`src/hw/rtl/gbs_pkg.sv`:
```
// Package: widths, register indexes, parameter defaults and control/status types.
`default_nettype none
package gbs_pkg;

  localparam int ADDR_W    = 32;
  localparam int IDX_W     = 12;
  localparam int DATA_W    = 32;
  localparam int COUNT_W   = 8;
  localparam int CFG_IDX_W = 2;

  localparam logic [CFG_IDX_W-1:0] CFG_HEAP_BASE   = 2'd0;
  localparam logic [CFG_IDX_W-1:0] CFG_SWEEP_START = 2'd1;
  localparam logic [CFG_IDX_W-1:0] CFG_SWEEP_STOP  = 2'd2;

  localparam logic KIND_ADDR  = 1'b0;
  localparam logic KIND_CLOSE = 1'b1;

  localparam int WORD_BITS_DEF    = 32;
  localparam int OBJECT_ALIGN_DEF = 8;
  localparam int BATCH_SLOTS_DEF  = 128;
  localparam int BITMAP_WORDS_DEF = 4096;

  typedef struct packed {
    logic capture;
    logic eval;
    logic emit_addr;
    logic emit_close;
    logic last;
  } gbs_cmd_t;

  typedef struct packed {
    logic chk_in_range;
    logic chk_garbage;
    logic chk_close;
    logic one_left;
    logic close_after;
    logic out_free;
  } gbs_sts_t;

endpackage
`default_nettype wire

```
`src/hw/rtl/gbs_if.sv`:
```
// Channel interfaces: input word, result and configuration write.
`default_nettype none
interface gbs_in_if;
  logic                      valid;
  logic                      ready;
  logic [gbs_pkg::IDX_W-1:0]  word_index;
  logic [gbs_pkg::DATA_W-1:0] live_bits;
  logic [gbs_pkg::DATA_W-1:0] marked_bits;

  modport source(output valid, word_index, live_bits, marked_bits, input ready);
  modport sink(input valid, word_index, live_bits, marked_bits, output ready);
endinterface

interface gbs_out_if;
  logic                       valid;
  logic                       ready;
  logic                       result_kind;
  logic [gbs_pkg::ADDR_W-1:0]  object_address;
  logic [gbs_pkg::COUNT_W-1:0] batch_count;
  logic                       last_of_item;

  modport source(output valid, result_kind, object_address, batch_count, last_of_item,
                 input ready);
  modport sink(input valid, result_kind, object_address, batch_count, last_of_item,
               output ready);
endinterface

interface gbs_cfg_if;
  logic                         valid;
  logic                         ready;
  logic [gbs_pkg::CFG_IDX_W-1:0] index;
  logic [gbs_pkg::DATA_W-1:0]    data;

  modport source(output valid, index, data, input ready);
  modport sink(input valid, index, data, output ready);
endinterface
`default_nettype wire

```
`src/hw/rtl/gbs_ctrl.sv`:
```
// Controller: sequences capture, range check, address emission and batch close.
`default_nettype none
module gbs_ctrl (
  input  logic              clk,
  input  logic              rst_n,
  input  logic              in_valid,
  output logic              in_ready,
  input  gbs_pkg::gbs_sts_t sts,
  output gbs_pkg::gbs_cmd_t cmd
);

  typedef enum logic [1:0] {
    S_IDLE,
    S_CHECK,
    S_EMIT,
    S_CLOSE
  } state_t;

  state_t state_r, state_nxt;

  always_comb begin
    state_nxt = state_r;
    cmd       = '0;
    in_ready  = 1'b0;
    unique case (state_r)
      S_IDLE: begin
        in_ready = 1'b1;
        if (in_valid) begin
          cmd.capture = 1'b1;
          state_nxt   = S_CHECK;
        end
      end
      S_CHECK: begin
        cmd.eval = 1'b1;
        if (!sts.chk_in_range) begin
          state_nxt = S_IDLE;
        end else if (sts.chk_garbage) begin
          state_nxt = S_EMIT;
        end else if (sts.chk_close) begin
          state_nxt = S_CLOSE;
        end else begin
          state_nxt = S_IDLE;
        end
      end
      S_EMIT: begin
        if (sts.out_free) begin
          cmd.emit_addr = 1'b1;
          cmd.last      = sts.one_left && !sts.close_after;
          if (sts.one_left) begin
            state_nxt = sts.close_after ? S_CLOSE : S_IDLE;
          end
        end
      end
      S_CLOSE: begin
        if (sts.out_free) begin
          cmd.emit_close = 1'b1;
          cmd.last       = 1'b1;
          state_nxt      = S_IDLE;
        end
      end
      default: state_nxt = S_IDLE;
    endcase
  end

  always_ff @(posedge clk) begin
    if (!rst_n) begin
      state_r <= S_IDLE;
    end else begin
      state_r <= state_nxt;
    end
  end

endmodule
`default_nettype wire

```
`src/hw/rtl/gbs_datapath.sv`:
```
// Datapath: config registers, range check, garbage word, batch fill and result register.
`default_nettype none
module gbs_datapath #(
  parameter int WORD_BITS    = gbs_pkg::WORD_BITS_DEF,
  parameter int OBJECT_ALIGN = gbs_pkg::OBJECT_ALIGN_DEF,
  parameter int BATCH_SLOTS  = gbs_pkg::BATCH_SLOTS_DEF,
  parameter int BITMAP_WORDS = gbs_pkg::BITMAP_WORDS_DEF
) (
  input  logic                          clk,
  input  logic                          rst_n,
  input  logic [gbs_pkg::IDX_W-1:0]     in_word_index,
  input  logic [gbs_pkg::DATA_W-1:0]    in_live_bits,
  input  logic [gbs_pkg::DATA_W-1:0]    in_marked_bits,
  input  logic                          cfg_we,
  input  logic [gbs_pkg::CFG_IDX_W-1:0] cfg_index,
  input  logic [gbs_pkg::DATA_W-1:0]    cfg_data,
  input  gbs_pkg::gbs_cmd_t             cmd,
  output gbs_pkg::gbs_sts_t             sts,
  input  logic                          out_ready,
  output logic                          out_valid,
  output logic                          out_result_kind,
  output logic [gbs_pkg::ADDR_W-1:0]    out_object_address,
  output logic [gbs_pkg::COUNT_W-1:0]   out_batch_count,
  output logic                          out_last_of_item
);

  localparam int AW     = gbs_pkg::ADDR_W;
  localparam int GRAN   = OBJECT_ALIGN * WORD_BITS;
  localparam int GRAN_W = $clog2(GRAN + 1);
  localparam int PROD_W = gbs_pkg::IDX_W + GRAN_W + 1;
  localparam int LIM_W  = $clog2(BITMAP_WORDS + 1) + GRAN_W;
  localparam int CMP_A  = (PROD_W > LIM_W) ? PROD_W : LIM_W;
  localparam int CMP_W  = (CMP_A > AW + 1) ? CMP_A : AW + 1;
  localparam int POS_W  = $clog2(WORD_BITS);
  localparam int THRESH = (BATCH_SLOTS > WORD_BITS) ? BATCH_SLOTS - WORD_BITS : 0;
  localparam int FILL_W = $clog2(BATCH_SLOTS + WORD_BITS + 1);

  localparam logic [CMP_W-1:0]  LIMIT    = CMP_W'(BITMAP_WORDS) * CMP_W'(GRAN);
  localparam logic [CMP_W-1:0]  GRAN_C   = CMP_W'(GRAN);
  localparam logic [FILL_W-1:0] THRESH_C = FILL_W'(THRESH);

  logic [AW-1:0] heap_base_r, sweep_start_r, sweep_stop_r;
  logic [AW-1:0] dstart_r, dstop1_r;
  logic          bad_r;

  logic [CMP_W-1:0]     prod_r, prod1_r;
  logic [WORD_BITS-1:0] live_r, marked_r;

  logic [WORD_BITS-1:0] garbage_r;
  logic [AW-1:0]        base_r;
  logic                 is_last_r;
  logic [FILL_W-1:0]    fill_r;

  logic                 out_valid_r, out_kind_r, out_last_r;
  logic [AW-1:0]        out_addr_r;
  logic [gbs_pkg::COUNT_W-1:0] out_count_r;

  logic [WORD_BITS-1:0] garbage_chk;
  logic                 lo_ok, hi_ok, last_eq, in_range;
  logic [WORD_BITS-1:0] lead_mask;
  logic [POS_W-1:0]     lead_pos;
  logic [FILL_W-1:0]    fill_inc;
  logic [AW-1:0]        addr_nxt;
  logic [CMP_W-1:0]     prod_nxt;

  always_ff @(posedge clk) begin
    if (!rst_n) begin
      heap_base_r   <= '0;
      sweep_start_r <= '0;
      sweep_stop_r  <= '0;
    end else if (cfg_we) begin
      unique case (cfg_index)
        gbs_pkg::CFG_HEAP_BASE:   heap_base_r   <= cfg_data;
        gbs_pkg::CFG_SWEEP_START: sweep_start_r <= cfg_data;
        gbs_pkg::CFG_SWEEP_STOP:  sweep_stop_r  <= cfg_data;
        default: ;
      endcase
    end
  end

  // precompute range offsets from settled config
  always_ff @(posedge clk) begin
    dstart_r <= sweep_start_r - heap_base_r;
    dstop1_r <= sweep_stop_r - heap_base_r - AW'(1);
    bad_r    <= (sweep_stop_r <= sweep_start_r) || (sweep_start_r < heap_base_r) ||
                !(CMP_W'(sweep_stop_r - heap_base_r - AW'(1)) < LIMIT);
  end

  assign prod_nxt = CMP_W'(in_word_index) * GRAN_C;

  always_ff @(posedge clk) begin
    if (cmd.capture) begin
      prod_r   <= prod_nxt;
      prod1_r  <= prod_nxt + GRAN_C;
      live_r   <= WORD_BITS'(in_live_bits);
      marked_r <= WORD_BITS'(in_marked_bits);
    end
  end

  assign garbage_chk = live_r & ~marked_r;
  assign lo_ok       = prod1_r > CMP_W'(dstart_r);
  assign hi_ok       = prod_r <= CMP_W'(dstop1_r);
  assign last_eq     = hi_ok && (prod1_r > CMP_W'(dstop1_r));
  assign in_range    = !bad_r && lo_ok && hi_ok;

  always_comb begin
    lead_mask = '0;
    lead_pos  = '0;
    for (int b = 0; b < WORD_BITS; b++) begin
      if (garbage_r[b]) begin
        lead_mask = '0;
        lead_mask[b] = 1'b1;
        lead_pos  = POS_W'(WORD_BITS - 1 - b);
      end
    end
  end

  assign fill_inc = fill_r + FILL_W'(1);
  assign addr_nxt = base_r + AW'(lead_pos) * AW'(OBJECT_ALIGN);

  always_ff @(posedge clk) begin
    if (cmd.eval) begin
      is_last_r <= last_eq;
      base_r    <= heap_base_r + AW'(prod_r);
    end
  end

  always_ff @(posedge clk) begin
    if (cmd.eval) begin
      garbage_r <= garbage_chk;
    end else if (cmd.emit_addr) begin
      garbage_r <= garbage_r & ~lead_mask;
    end
  end

  always_ff @(posedge clk) begin
    if (!rst_n) begin
      fill_r <= '0;
    end else if (cmd.emit_close) begin
      fill_r <= '0;
    end else if (cmd.emit_addr) begin
      fill_r <= fill_inc;
    end
  end

  always_ff @(posedge clk) begin
    if (!rst_n) begin
      out_valid_r <= 1'b0;
    end else if (cmd.emit_addr || cmd.emit_close) begin
      out_valid_r <= 1'b1;
    end else if (out_ready) begin
      out_valid_r <= 1'b0;
    end
  end

  always_ff @(posedge clk) begin
    if (cmd.emit_addr) begin
      out_kind_r  <= gbs_pkg::KIND_ADDR;
      out_addr_r  <= addr_nxt;
      out_count_r <= '0;
      out_last_r  <= cmd.last;
    end else if (cmd.emit_close) begin
      out_kind_r  <= gbs_pkg::KIND_CLOSE;
      out_addr_r  <= '0;
      out_count_r <= gbs_pkg::COUNT_W'(fill_r);
      out_last_r  <= cmd.last;
    end
  end

  always_comb begin
    sts.chk_in_range = in_range;
    sts.chk_garbage  = garbage_chk != '0;
    sts.chk_close    = last_eq && (fill_r != '0);
    sts.one_left     = (garbage_r & ~lead_mask) == '0;
    sts.close_after  = (fill_inc >= THRESH_C) || is_last_r;
    sts.out_free     = !out_valid_r || out_ready;
  end

  assign out_valid          = out_valid_r;
  assign out_result_kind    = out_kind_r;
  assign out_object_address = out_addr_r;
  assign out_batch_count    = out_count_r;
  assign out_last_of_item   = out_last_r;

endmodule
`default_nettype wire

```
`src/hw/rtl/gc_bitmap_sweep_emitter.sv`:
```
// Top level: bitmap sweep emitter, controller plus datapath.
// An accepted word goes through capture and range check only when it yields no result.
// A word emits one address per garbage bit, plus a batch close when it closes a batch;
// the emit path loads a single address per cycle into the result register, unless stalled.
// First result path: check state, emit state, result register; output stalls delay it.
// Synchronous active-low reset clears config registers, batch fill, state and out valid.
`default_nettype none
module gc_bitmap_sweep_emitter #(
  parameter int WORD_BITS    = gbs_pkg::WORD_BITS_DEF,
  parameter int OBJECT_ALIGN = gbs_pkg::OBJECT_ALIGN_DEF,
  parameter int BATCH_SLOTS  = gbs_pkg::BATCH_SLOTS_DEF,
  parameter int BITMAP_WORDS = gbs_pkg::BITMAP_WORDS_DEF
) (
  input  logic      clk,
  input  logic      rst_n,
  gbs_in_if.sink    in_ch,
  gbs_out_if.source out_ch,
  gbs_cfg_if.sink   cfg_ch
);

  gbs_pkg::gbs_cmd_t cmd;
  gbs_pkg::gbs_sts_t sts;
  logic              in_ready;

  assign in_ch.ready  = in_ready;
  assign cfg_ch.ready = 1'b1;

  gbs_ctrl u_ctrl (
    .clk      (clk),
    .rst_n    (rst_n),
    .in_valid (in_ch.valid),
    .in_ready (in_ready),
    .sts      (sts),
    .cmd      (cmd)
  );

  gbs_datapath #(
    .WORD_BITS    (WORD_BITS),
    .OBJECT_ALIGN (OBJECT_ALIGN),
    .BATCH_SLOTS  (BATCH_SLOTS),
    .BITMAP_WORDS (BITMAP_WORDS)
  ) u_datapath (
    .clk                (clk),
    .rst_n              (rst_n),
    .in_word_index      (in_ch.word_index),
    .in_live_bits       (in_ch.live_bits),
    .in_marked_bits     (in_ch.marked_bits),
    .cfg_we             (cfg_ch.valid),
    .cfg_index          (cfg_ch.index),
    .cfg_data           (cfg_ch.data),
    .cmd                (cmd),
    .sts                (sts),
    .out_ready          (out_ch.ready),
    .out_valid          (out_ch.valid),
    .out_result_kind    (out_ch.result_kind),
    .out_object_address (out_ch.object_address),
    .out_batch_count    (out_ch.batch_count),
    .out_last_of_item   (out_ch.last_of_item)
  );

  a_emit_needs_room: assert property (@(posedge clk) disable iff (!rst_n)
    (cmd.emit_addr || cmd.emit_close) |-> (!out_ch.valid || out_ch.ready))
    else $error("result loaded while output register is held");

  a_emit_exclusive: assert property (@(posedge clk) disable iff (!rst_n)
    !(cmd.emit_addr && cmd.emit_close))
    else $error("address and close emitted in the same cycle");

  a_capture_idle: assert property (@(posedge clk) disable iff (!rst_n)
    cmd.capture |-> !(cmd.emit_addr || cmd.emit_close || cmd.eval))
    else $error("input captured while a word is in progress");

  a_close_after_last: assert property (@(posedge clk) disable iff (!rst_n)
    (cmd.emit_addr && !cmd.last && sts.one_left) |=> !in_ready)
    else $error("input accepted before batch close was emitted");

endmodule
`default_nettype wire
```
`src/flat_wrapper.sv`:
```
// flat-port wrapper written by rule: the top's interface ports become plain ports
module gc_bitmap_sweep_emitter_flat 
#(
  parameter int WORD_BITS    = gbs_pkg::WORD_BITS_DEF,
  parameter int OBJECT_ALIGN = gbs_pkg::OBJECT_ALIGN_DEF,
  parameter int BATCH_SLOTS  = gbs_pkg::BATCH_SLOTS_DEF,
  parameter int BITMAP_WORDS = gbs_pkg::BITMAP_WORDS_DEF
)
  (clk, rst_n, in_ch_valid, in_ch_word_index, in_ch_live_bits, in_ch_marked_bits, in_ch_ready, out_ch_valid, out_ch_result_kind, out_ch_object_address, out_ch_batch_count, out_ch_last_of_item, out_ch_ready, cfg_ch_valid, cfg_ch_index, cfg_ch_data, cfg_ch_ready);
  gbs_in_if in_ch_i ();
  gbs_out_if out_ch_i ();
  gbs_cfg_if cfg_ch_i ();
  input  logic clk;
  input  logic rst_n;
  input wire logic [$bits(in_ch_i.valid)-1:0] in_ch_valid;
  input wire logic [$bits(in_ch_i.word_index)-1:0] in_ch_word_index;
  input wire logic [$bits(in_ch_i.live_bits)-1:0] in_ch_live_bits;
  input wire logic [$bits(in_ch_i.marked_bits)-1:0] in_ch_marked_bits;
  output wire logic [$bits(in_ch_i.ready)-1:0] in_ch_ready;
  output wire logic [$bits(out_ch_i.valid)-1:0] out_ch_valid;
  output wire logic [$bits(out_ch_i.result_kind)-1:0] out_ch_result_kind;
  output wire logic [$bits(out_ch_i.object_address)-1:0] out_ch_object_address;
  output wire logic [$bits(out_ch_i.batch_count)-1:0] out_ch_batch_count;
  output wire logic [$bits(out_ch_i.last_of_item)-1:0] out_ch_last_of_item;
  input wire logic [$bits(out_ch_i.ready)-1:0] out_ch_ready;
  input wire logic [$bits(cfg_ch_i.valid)-1:0] cfg_ch_valid;
  input wire logic [$bits(cfg_ch_i.index)-1:0] cfg_ch_index;
  input wire logic [$bits(cfg_ch_i.data)-1:0] cfg_ch_data;
  output wire logic [$bits(cfg_ch_i.ready)-1:0] cfg_ch_ready;
  assign in_ch_i.valid = in_ch_valid;
  assign in_ch_i.word_index = in_ch_word_index;
  assign in_ch_i.live_bits = in_ch_live_bits;
  assign in_ch_i.marked_bits = in_ch_marked_bits;
  assign in_ch_ready = in_ch_i.ready;
  assign out_ch_valid = out_ch_i.valid;
  assign out_ch_result_kind = out_ch_i.result_kind;
  assign out_ch_object_address = out_ch_i.object_address;
  assign out_ch_batch_count = out_ch_i.batch_count;
  assign out_ch_last_of_item = out_ch_i.last_of_item;
  assign out_ch_i.ready = out_ch_ready;
  assign cfg_ch_i.valid = cfg_ch_valid;
  assign cfg_ch_i.index = cfg_ch_index;
  assign cfg_ch_i.data = cfg_ch_data;
  assign cfg_ch_ready = cfg_ch_i.ready;
  gc_bitmap_sweep_emitter #(.WORD_BITS(WORD_BITS), .OBJECT_ALIGN(OBJECT_ALIGN), .BATCH_SLOTS(BATCH_SLOTS), .BITMAP_WORDS(BITMAP_WORDS)) u_core (.clk(clk), .rst_n(rst_n), .in_ch(in_ch_i), .out_ch(out_ch_i), .cfg_ch(cfg_ch_i));
endmodule
```
`config.mk`:
```
export PLATFORM = sky130hd
export DESIGN_NAME = gc_bitmap_sweep_emitter_flat
export DESIGN_NICKNAME = d
export VERILOG_FILES = /design/src/hw/rtl/gbs_pkg.sv /design/src/hw/rtl/gbs_if.sv /design/src/hw/rtl/gbs_ctrl.sv /design/src/hw/rtl/gbs_datapath.sv /design/src/hw/rtl/gc_bitmap_sweep_emitter.sv /design/src/flat_wrapper.sv
export SDC_FILE = /design/constraint.sdc
export NUM_CORES = 1
export LEC_CHECK = 0
export BUFFER_PORTS_ARGS = -buffer_cell sky130_fd_sc_hd__clkbuf_2
export CAP_MARGIN = 20
export CORE_MARGIN = 8
export CORE_UTILIZATION = 41
export CTS_BUF_LIST = sky130_fd_sc_hd__clkbuf_8
export DETAILED_ROUTE_END_ITERATION = 16
export GPL_ROUTABILITY_DRIVEN = 0
export SYNTH_ARGS = -nofsm -noshare
export SYNTH_HDL_FRONTEND = slang
export SYNTH_HIERARCHICAL = 1
export SYNTH_SLANG_ARGS = --single-unit
```
`constraint.sdc`:
```
create_clock -name clk -period 5.3 [get_ports clk]
set_clock_uncertainty 0.05 [all_clocks]
set_input_delay 0.795 -clock clk [delete_from_list [all_inputs] [get_ports clk]]
set_output_delay 0.795 -clock clk [all_outputs]
set_load 0.005 [all_outputs]
```
; ---- Word level (Yosys, flattened, before mapping)
; Cells that the tools add are included.
[totals]
regBits = 388
elab_cells = 168
[classes]
n_addsub = 9
n_lt_le_gt_ge = 7
eq_ne = 9
mux = 91
n_bitwise = 5
reduce_logical = 27
[op_table]
columns = cell, n
row1 = $mux 32, 35
row2 = $mux 5, 32
row3 = $gt 33x32->1, 2
row4 = $and 32x32->32, 2
row5 = $not 32->32, 2
row6 = $sub 32x32->32, 2
row7 = $lt 33x21->1 const B, 1
row8 = $sub 32x32->33, 1
row9 = $sub 33x1->33 const B, 1
row10 = $add 32x20->32, 1
row11 = $add 32x8->32, 1
row12 = $le 20x32->1, 1
row13 = $le 32x32->1, 1
row14 = $logic_not 32->1, 1
row15 = $lt 32x32->1, 1
row16 = $reduce_bool 32->1, 1
row17 = $sub 32x1->32 const B, 1
row18 = $add 20x9->21 const B, 1
row19 = $mux 2, 9
row20 = $mux 1, 13
row21 = $add 8x1->8 const B, 1
row22 = $ge 8x7->1 const B, 1
row23 = $pmux 2 s4, 1
row24 = $reduce_bool 8->1, 1
row25 = other kinds (14), 35

; ---- Logic depth before layout (Yosys ltp)
[depth]
word_depth = 40
depth_mapped = 21
mapped_depth_nobuf = 20

; ---- Hierarchy
; Netlist, hierarchy kept.
[by_module_without_submodules]
columns = mod, n_inst, cells_each, area_per_inst_um2
row1 = gbs_datapath, 1, 1953, 19338.5
row2 = gbs_ctrl, 1, 25, 192.7
row3 = gc_bitmap_sweep_emitter, 1, 2, 11.3

; ---- Worst setup path after synthesis
; OpenSTA, ideal clock, no wires.
[synth_timing]
path_kind = register to register
from = reg u_core.u_datapath.garbage_r[2]
to = reg u_core.u_datapath.out_addr_r[27], in the netlist u_core/u_datapath/out_object_address[27], data pin
setup_time_ns = 0.255
arrival_ns = 3.360
path_slack_ns = 1.635
stages_incl_launch_ff = 20
path_buffers = 1
period_less_slack_ns = 3.665
cell_sequence = edfxtp_1 a21oi_1 o21bai_1 a21oi_1 o21bai_1 a21oi_1 nor2_1 o31ai_1 a31oi_1 o41a_1 ha_1 fa_1 a21o_1 a21oi_1 nor2b_1 o21a_1 clkbuf_1 nand4_1 xnor2_1 and2_1
[synth_via]
elab_chain_len = 32
[synth_lines]
columns = element, line
row1 = "start, declared", gbs_datapath.sv:49  ; logic [WORD_BITS-1:0] garbage_r;
row2 = "start signal, assigned", gbs_datapath.sv:130  ; garbage_r <= garbage_chk;
row3 = "start signal, assigned", gbs_datapath.sv:132  ; garbage_r <= garbage_r & ~lead_mask;
row4 = $mux 5 (30 in a row), gbs_datapath.sv:110  ; if (garbage_r[b]) begin
row5 = $add 32x8->32, gbs_datapath.sv:119  ; assign addr_nxt = base_r + AW'(lead_pos) * AW'(OBJECT_ALIGN);
row6 = $mux 32, gbs_datapath.sv:157  ; if (cmd.emit_addr) begin
row7 = "end signal, assigned", gbs_datapath.sv:159  ; out_addr_r <= addr_nxt;
row8 = "end, declared", gbs_datapath.sv:55  ; logic [AW-1:0] out_addr_r;
; Every way passes these cells.
; A chain may end at the register's enable or synchronous reset.

; ---- Worst setup path in the final report
[layout_timing]
from = reg u_core.u_datapath.garbage_r[1]
to = reg u_core.u_datapath.out_addr_r[30], in the netlist u_core/u_datapath/out_object_address[30], data pin
[layout_via]
elab_chain_len = 33
[layout_lines]
columns = element, line
row1 = $mux 5 (31 in a row), gbs_datapath.sv:110
row2 = $add 32x8->32, gbs_datapath.sv:119
row3 = $mux 32, gbs_datapath.sv:157
; Every way passes these cells.

==> impl_results.md <==
- DIE AREA: between 50000 and 60000 um^2
- Number of antenna violations at the first check in global routing: 4
- Area Overhead vs Synth: 14.09%
- Leak: 9.156 nW
- Maximum level of the CTS H-tree: 3
- Post-route antenna net violation count: 0
- Final Routed Wirelength: 52540 um
- Max-Cap Viols: 0
- Class of the worst hold path: in2reg
- Post-layout nets: 2429
- Net count of the mapped netlist: roughly 2300
- PortBufs: between 150 and 200
- Pin count of the biggest net entering global routing: 90
- Worst-skew pair later-pin latency: 0.66 ns
- Width of the die: 234.3 um
- Kind of start point of the critical path: flip-flop
- Upper clock frequency limit: approximately 220 MHz
- Number of rows in the core area: 80
- Pint: 5.634 mW
- Number of cells after detailed placement: approximately 2700
- Yosys warning total: 6
- Count of buffers added by post-CTS timing repair for setup: 0
- Count of endpoints failing hold in the final timing report: 0
- Ratio of routed vias to standard cells: 5.341
- Resized cells post-CTS: 0
- First-pass GRT wire length: 81380 um
- Setup slack on the worst flop-to-flop path: roughly 0.83 ns
- Remaining routing DRC violations: 0
- WS Path Type: reg2reg
- Clk buf depth: 3
- Unrepaired setup endpoints after global routing: no
- Worst-case vdd ir drop: ~160 uV
- Slew Limit Fails: 0
- Post-DR wirelength/cell: between 15 and 20 um
- Period minus WS final: 4.465 ns
- Critical path buffers and inverters: 0
- Yosys reg bits: roughly 370
- Part of the power in combinational logic: 0.208
- Crit-path max cell delay: 0.55 ns
- Final setup fails: 0
- Worst setup path end: u_core/u_datapath/out_object_address[30]
- Most frequently used flop master after synthesis: edfxtp_1
- Number of flops mapped to enable cells by yosys: approximately 190
- Average instance area after synthesis: about 9.9 um^2
- Share of the yosys chip area belonging to registers: 0.4728
- Stages on the worst setup path: 20
- Share of total power in the clock network: 0.334
- Switching Power: approximately 2.5 mW
- Number of buffers added by the clock tree synthesis step: 66
- Filler-free cell count of the finished design: approximately 2800
- Netlist area before placement: between 15000 and 20000 um^2
- Sort of element at the end of the critical path: flip-flop
- CTS tree: done
- FF-to-FF Start: u_core/u_datapath/garbage_r[1]
- N_diodes: 0
- # fillers: approximately 4500
- Maximum fanout encountered on the critical timing path: 9
- Reg2Reg Capture Point: u_core/u_datapath/out_object_address[30]
- Number of sinks on the clock net: roughly 370
- Clock root buffer: clkbuf_8
- Count of vias placed by the detailed router: 15067
- Starting DRC count in detailed routing: 1047
- Req. time, crit path: 5.64 ns
- Period utilisation layout: 0.8425
- R2R cell count: 20
- Status: completed
- Switching share of power: 0.3060
- Clock slew at reported path FFs: ~0.06 ns
- # hold bufs at CTS: 0
- Reg power frac: 0.458
- Gate count after technology mapping: between 1500 and 2000
- Critical Path Source: u_core/u_datapath/garbage_r[1]
- Family with the most delay on the worst path: simple AND/OR/NAND/NOR gates
- Fraction of registers with async set or reset after synthesis: 0
- I/O pins: 160
- Count of different cell masters after synthesis: 87
- Vias in the first global route: 14903
- Worst-case headroom to the max-slew limit: 0.3341
- Share of cells above drive strength 1: 0.1355
- Cell Pwr Density: around 360 nW/um^2
- Critical path cell sequence: nor2_1 -> o31ai_1 -> a211oi_1 -> o31ai_1 -> a211oi_1 -> nor3_1 -> nor3_1 -> o31ai_1 -> a211oi_1 -> nor2_1 -> ha_1 -> a21o_1 -> a21oi_1 -> o21bai_1 -> a21oi_1 -> nor2b_1 -> nand3_1 -> nor2_1 -> xor2_1 -> and2_1
- Total global routing overflow: 0
- Initial Util: 0.4119
- Number of iterations in the first detailed-routing pass: 5
- Final sum of negative setup slack: 0 ns
- GRT Total Usage: 0.1896
- Area of the core: around 47000 um^2
- Actual transition at the worst max-transition pin: about 1.0 ns
- Die Height: roughly 230 um
- Crit-path slowest cell: nor2b_1
- Post-DP HPWL: ~40000 um
- Arrival @ worst endpoint: around 4.8 ns
## worst min path at each step
stage,startpoint,endpoint,slack (ns),cells after the start
finish,in_ch_marked_bits[4],u_core/u_datapath/marked_r[4],0.26,1
global route,in_ch_live_bits[10],u_core/u_datapath/live_r[10],0.22,1
CTS,in_ch_live_bits[17],u_core/u_datapath/live_r[17],0.20,1
detailed placement,u_core/u_datapath/heap_base_r[2],u_core/u_datapath/base_r[2],0.39,0
global placement,u_core/u_datapath/heap_base_r[7],u_core/u_datapath/base_r[7],0.39,0
floorplan,u_core/u_datapath/heap_base_r[2],u_core/u_datapath/base_r[2],0.38,0
## registers in the layout, summed over array words and instances (netlist names), 2 cells and up
| signal | cells |
|---|---|
| u_core/u_ctrl/state_r | 2 |
| u_core/u_datapath/base_r | 32 |
| u_core/u_datapath/dstart_r | 32 |
| u_core/u_datapath/dstop1_r | 32 |
| u_core/u_datapath/fill_r | 8 |
| u_core/u_datapath/garbage_r | 32 |
| u_core/u_datapath/heap_base_r | 32 |
| u_core/u_datapath/live_r | 32 |
| u_core/u_datapath/marked_r | 32 |
| u_core/u_datapath/out_batch_count | 8 |
| u_core/u_datapath/out_object_address | 32 |
| u_core/u_datapath/prod1_r | 13 |
| u_core/u_datapath/prod_r | 12 |
| u_core/u_datapath/sweep_start_r | 32 |
| u_core/u_datapath/sweep_stop_r | 32 |
## cell usage in the layout, fill, tap and decap left out, types with 5 or more instances in the layout
cell | Yosys | layout
clkbuf_8 | 0 | 75
buf_4 | 2 | 8
o21bai_1 | 15 | 15
and3_1 | 25 | 25
inv_1 | 156 | 172
ha_1 | 154 | 154
nor2_1 | 97 | 96
a21boi_0 | 101 | 101
or2_2 | 7 | 7
clkinv_2 | 0 | 10
nand3_1 | 43 | 43
clkbuf_2 | 0 | 158
a211oi_1 | 11 | 11
o21a_1 | 27 | 27
a21oi_1 | 95 | 95
nor2b_1 | 17 | 17
mux2i_1 | 14 | 14
edfxtp_1 | 187 | 187
o211ai_1 | 5 | 5
nor4_1 | 20 | 20
and2_1 | 33 | 32
a21o_1 | 38 | 38
xnor2_1 | 87 | 87
dfxtp_1 | 181 | 181
nand2b_1 | 27 | 27
o21ai_1 | 9 | 9
nand2_1 | 268 | 268
o22ai_1 | 11 | 11
o221ai_1 | 5 | 5
or3_1 | 20 | 20
a221oi_1 | 6 | 6
clkinv_1 | 0 | 6
o21ai_0 | 70 | 70
o31ai_1 | 9 | 9
nand4_1 | 32 | 32
a31oi_1 | 11 | 11
xor2_1 | 28 | 28
nor3_1 | 28 | 28
## layer usage
layer	wire (um)	part of all wire	GRT usage	vias up
li1	-	-	-	7401
met4	1475	0.028	0.06547	2
met1	23000	0.44	0.2378	7202
met2	24770	0.47	0.3202	371
met3	3274	0.062	0.04101	91
met5	13	0.00025	0	-
## power by group through the flow
stage / registers (mW) / clock network [mW] / logic [mW]
final: 3.72 / 2.71 / 1.69
after global routing: 3.76 / 2.93 / 1.89
after CTS: 3.72 / 2.79 / 1.70
after detailed placement: 3.77 / 0 / 1.69
after global placement: 3.76 / 0 / 1.66
after floorplan: 3.68 / 0 / 1.21
## area by class of cell
class	instances	area (um^2)	share of cell area
multi-input combinational	1398	9495	0.4259
timing repair buffer	166	850.8	0.03816
sequential	368	9239	0.4144
tap	615	769.5	0.03451
clock inverter	43	324.1	0.01453
inverter	156	585.6	0.02626
clock buffer	75	1032	0.04630
## worst register-to-register path, delay by kind of cell, from the launching register on
family	cells	cell delay, ns
adder cells (fa/ha/maj)	1	0.29
XOR/XNOR	1	0.08
AND/OR/NAND/NOR	8	1.76
flip-flops	1	0.47
AO/OA/AOI/OAI	10	1.61
## stage by stage
step | worst slack, ns | cell area, um^2 | power [mW] | hold WS (ns) | utilization
floorplan | 1.635 | 19540 | 4.894 | 0.3800 | -
global placement | 0.9857 | 20940 | 5.422 | 0.3924 | 0.4414
detailed placement | 0.9011 | 20940 | 5.460 | 0.3937 | 0.4414
CTS | 0.8469 | 22300 | 8.206 | 0.2010 | 0.4699
global route | 0.5334 | 22300 | 8.582 | 0.2157 | 0.4699
finish | 0.8349 | 22300 | 8.118 | 0.2593 | 0.4699
## Yosys cell counts (all sizes together) (26+ instances only)
cell	instances	area, um^2
dfxtp	181	3623
nand2	268	1006
edfxtp	187	5615
nor2	97	364.1
nand4	32	200.2
and2	33	206.5
clkbuf	53	198.9
xnor2	87	762.0
and3	26	163.9
ha	154	1927
a21boi	101	758.2
xor2	28	245.2
nand2b	28	182.7
a21oi	97	493.0
nor3	30	166.4
o21ai	81	412.9
o21a	27	202.7
a21o	38	285.3
nand3	43	215.2
inv	156	585.6
## cell families (layout without fill, tap and decap cells)
logic type | Yosys count | count (layout) | synth area share
buffers and inverters | 214 | 440 | 0.04226
XOR/XNOR | 115 | 115 | 0.05154
flip-flops | 368 | 368 | 0.4728
adder cells (fa/ha/maj) | 159 | 159 | 0.1032
multiplexers | 14 | 14 | 0.007171
AO/OA/AOI/OAI | 462 | 462 | 0.1628
other | 1 | 1 | 0.0001919
AND/OR/NAND/NOR | 647 | 647 | 0.1601
Power figures use the tool's default switching activity.
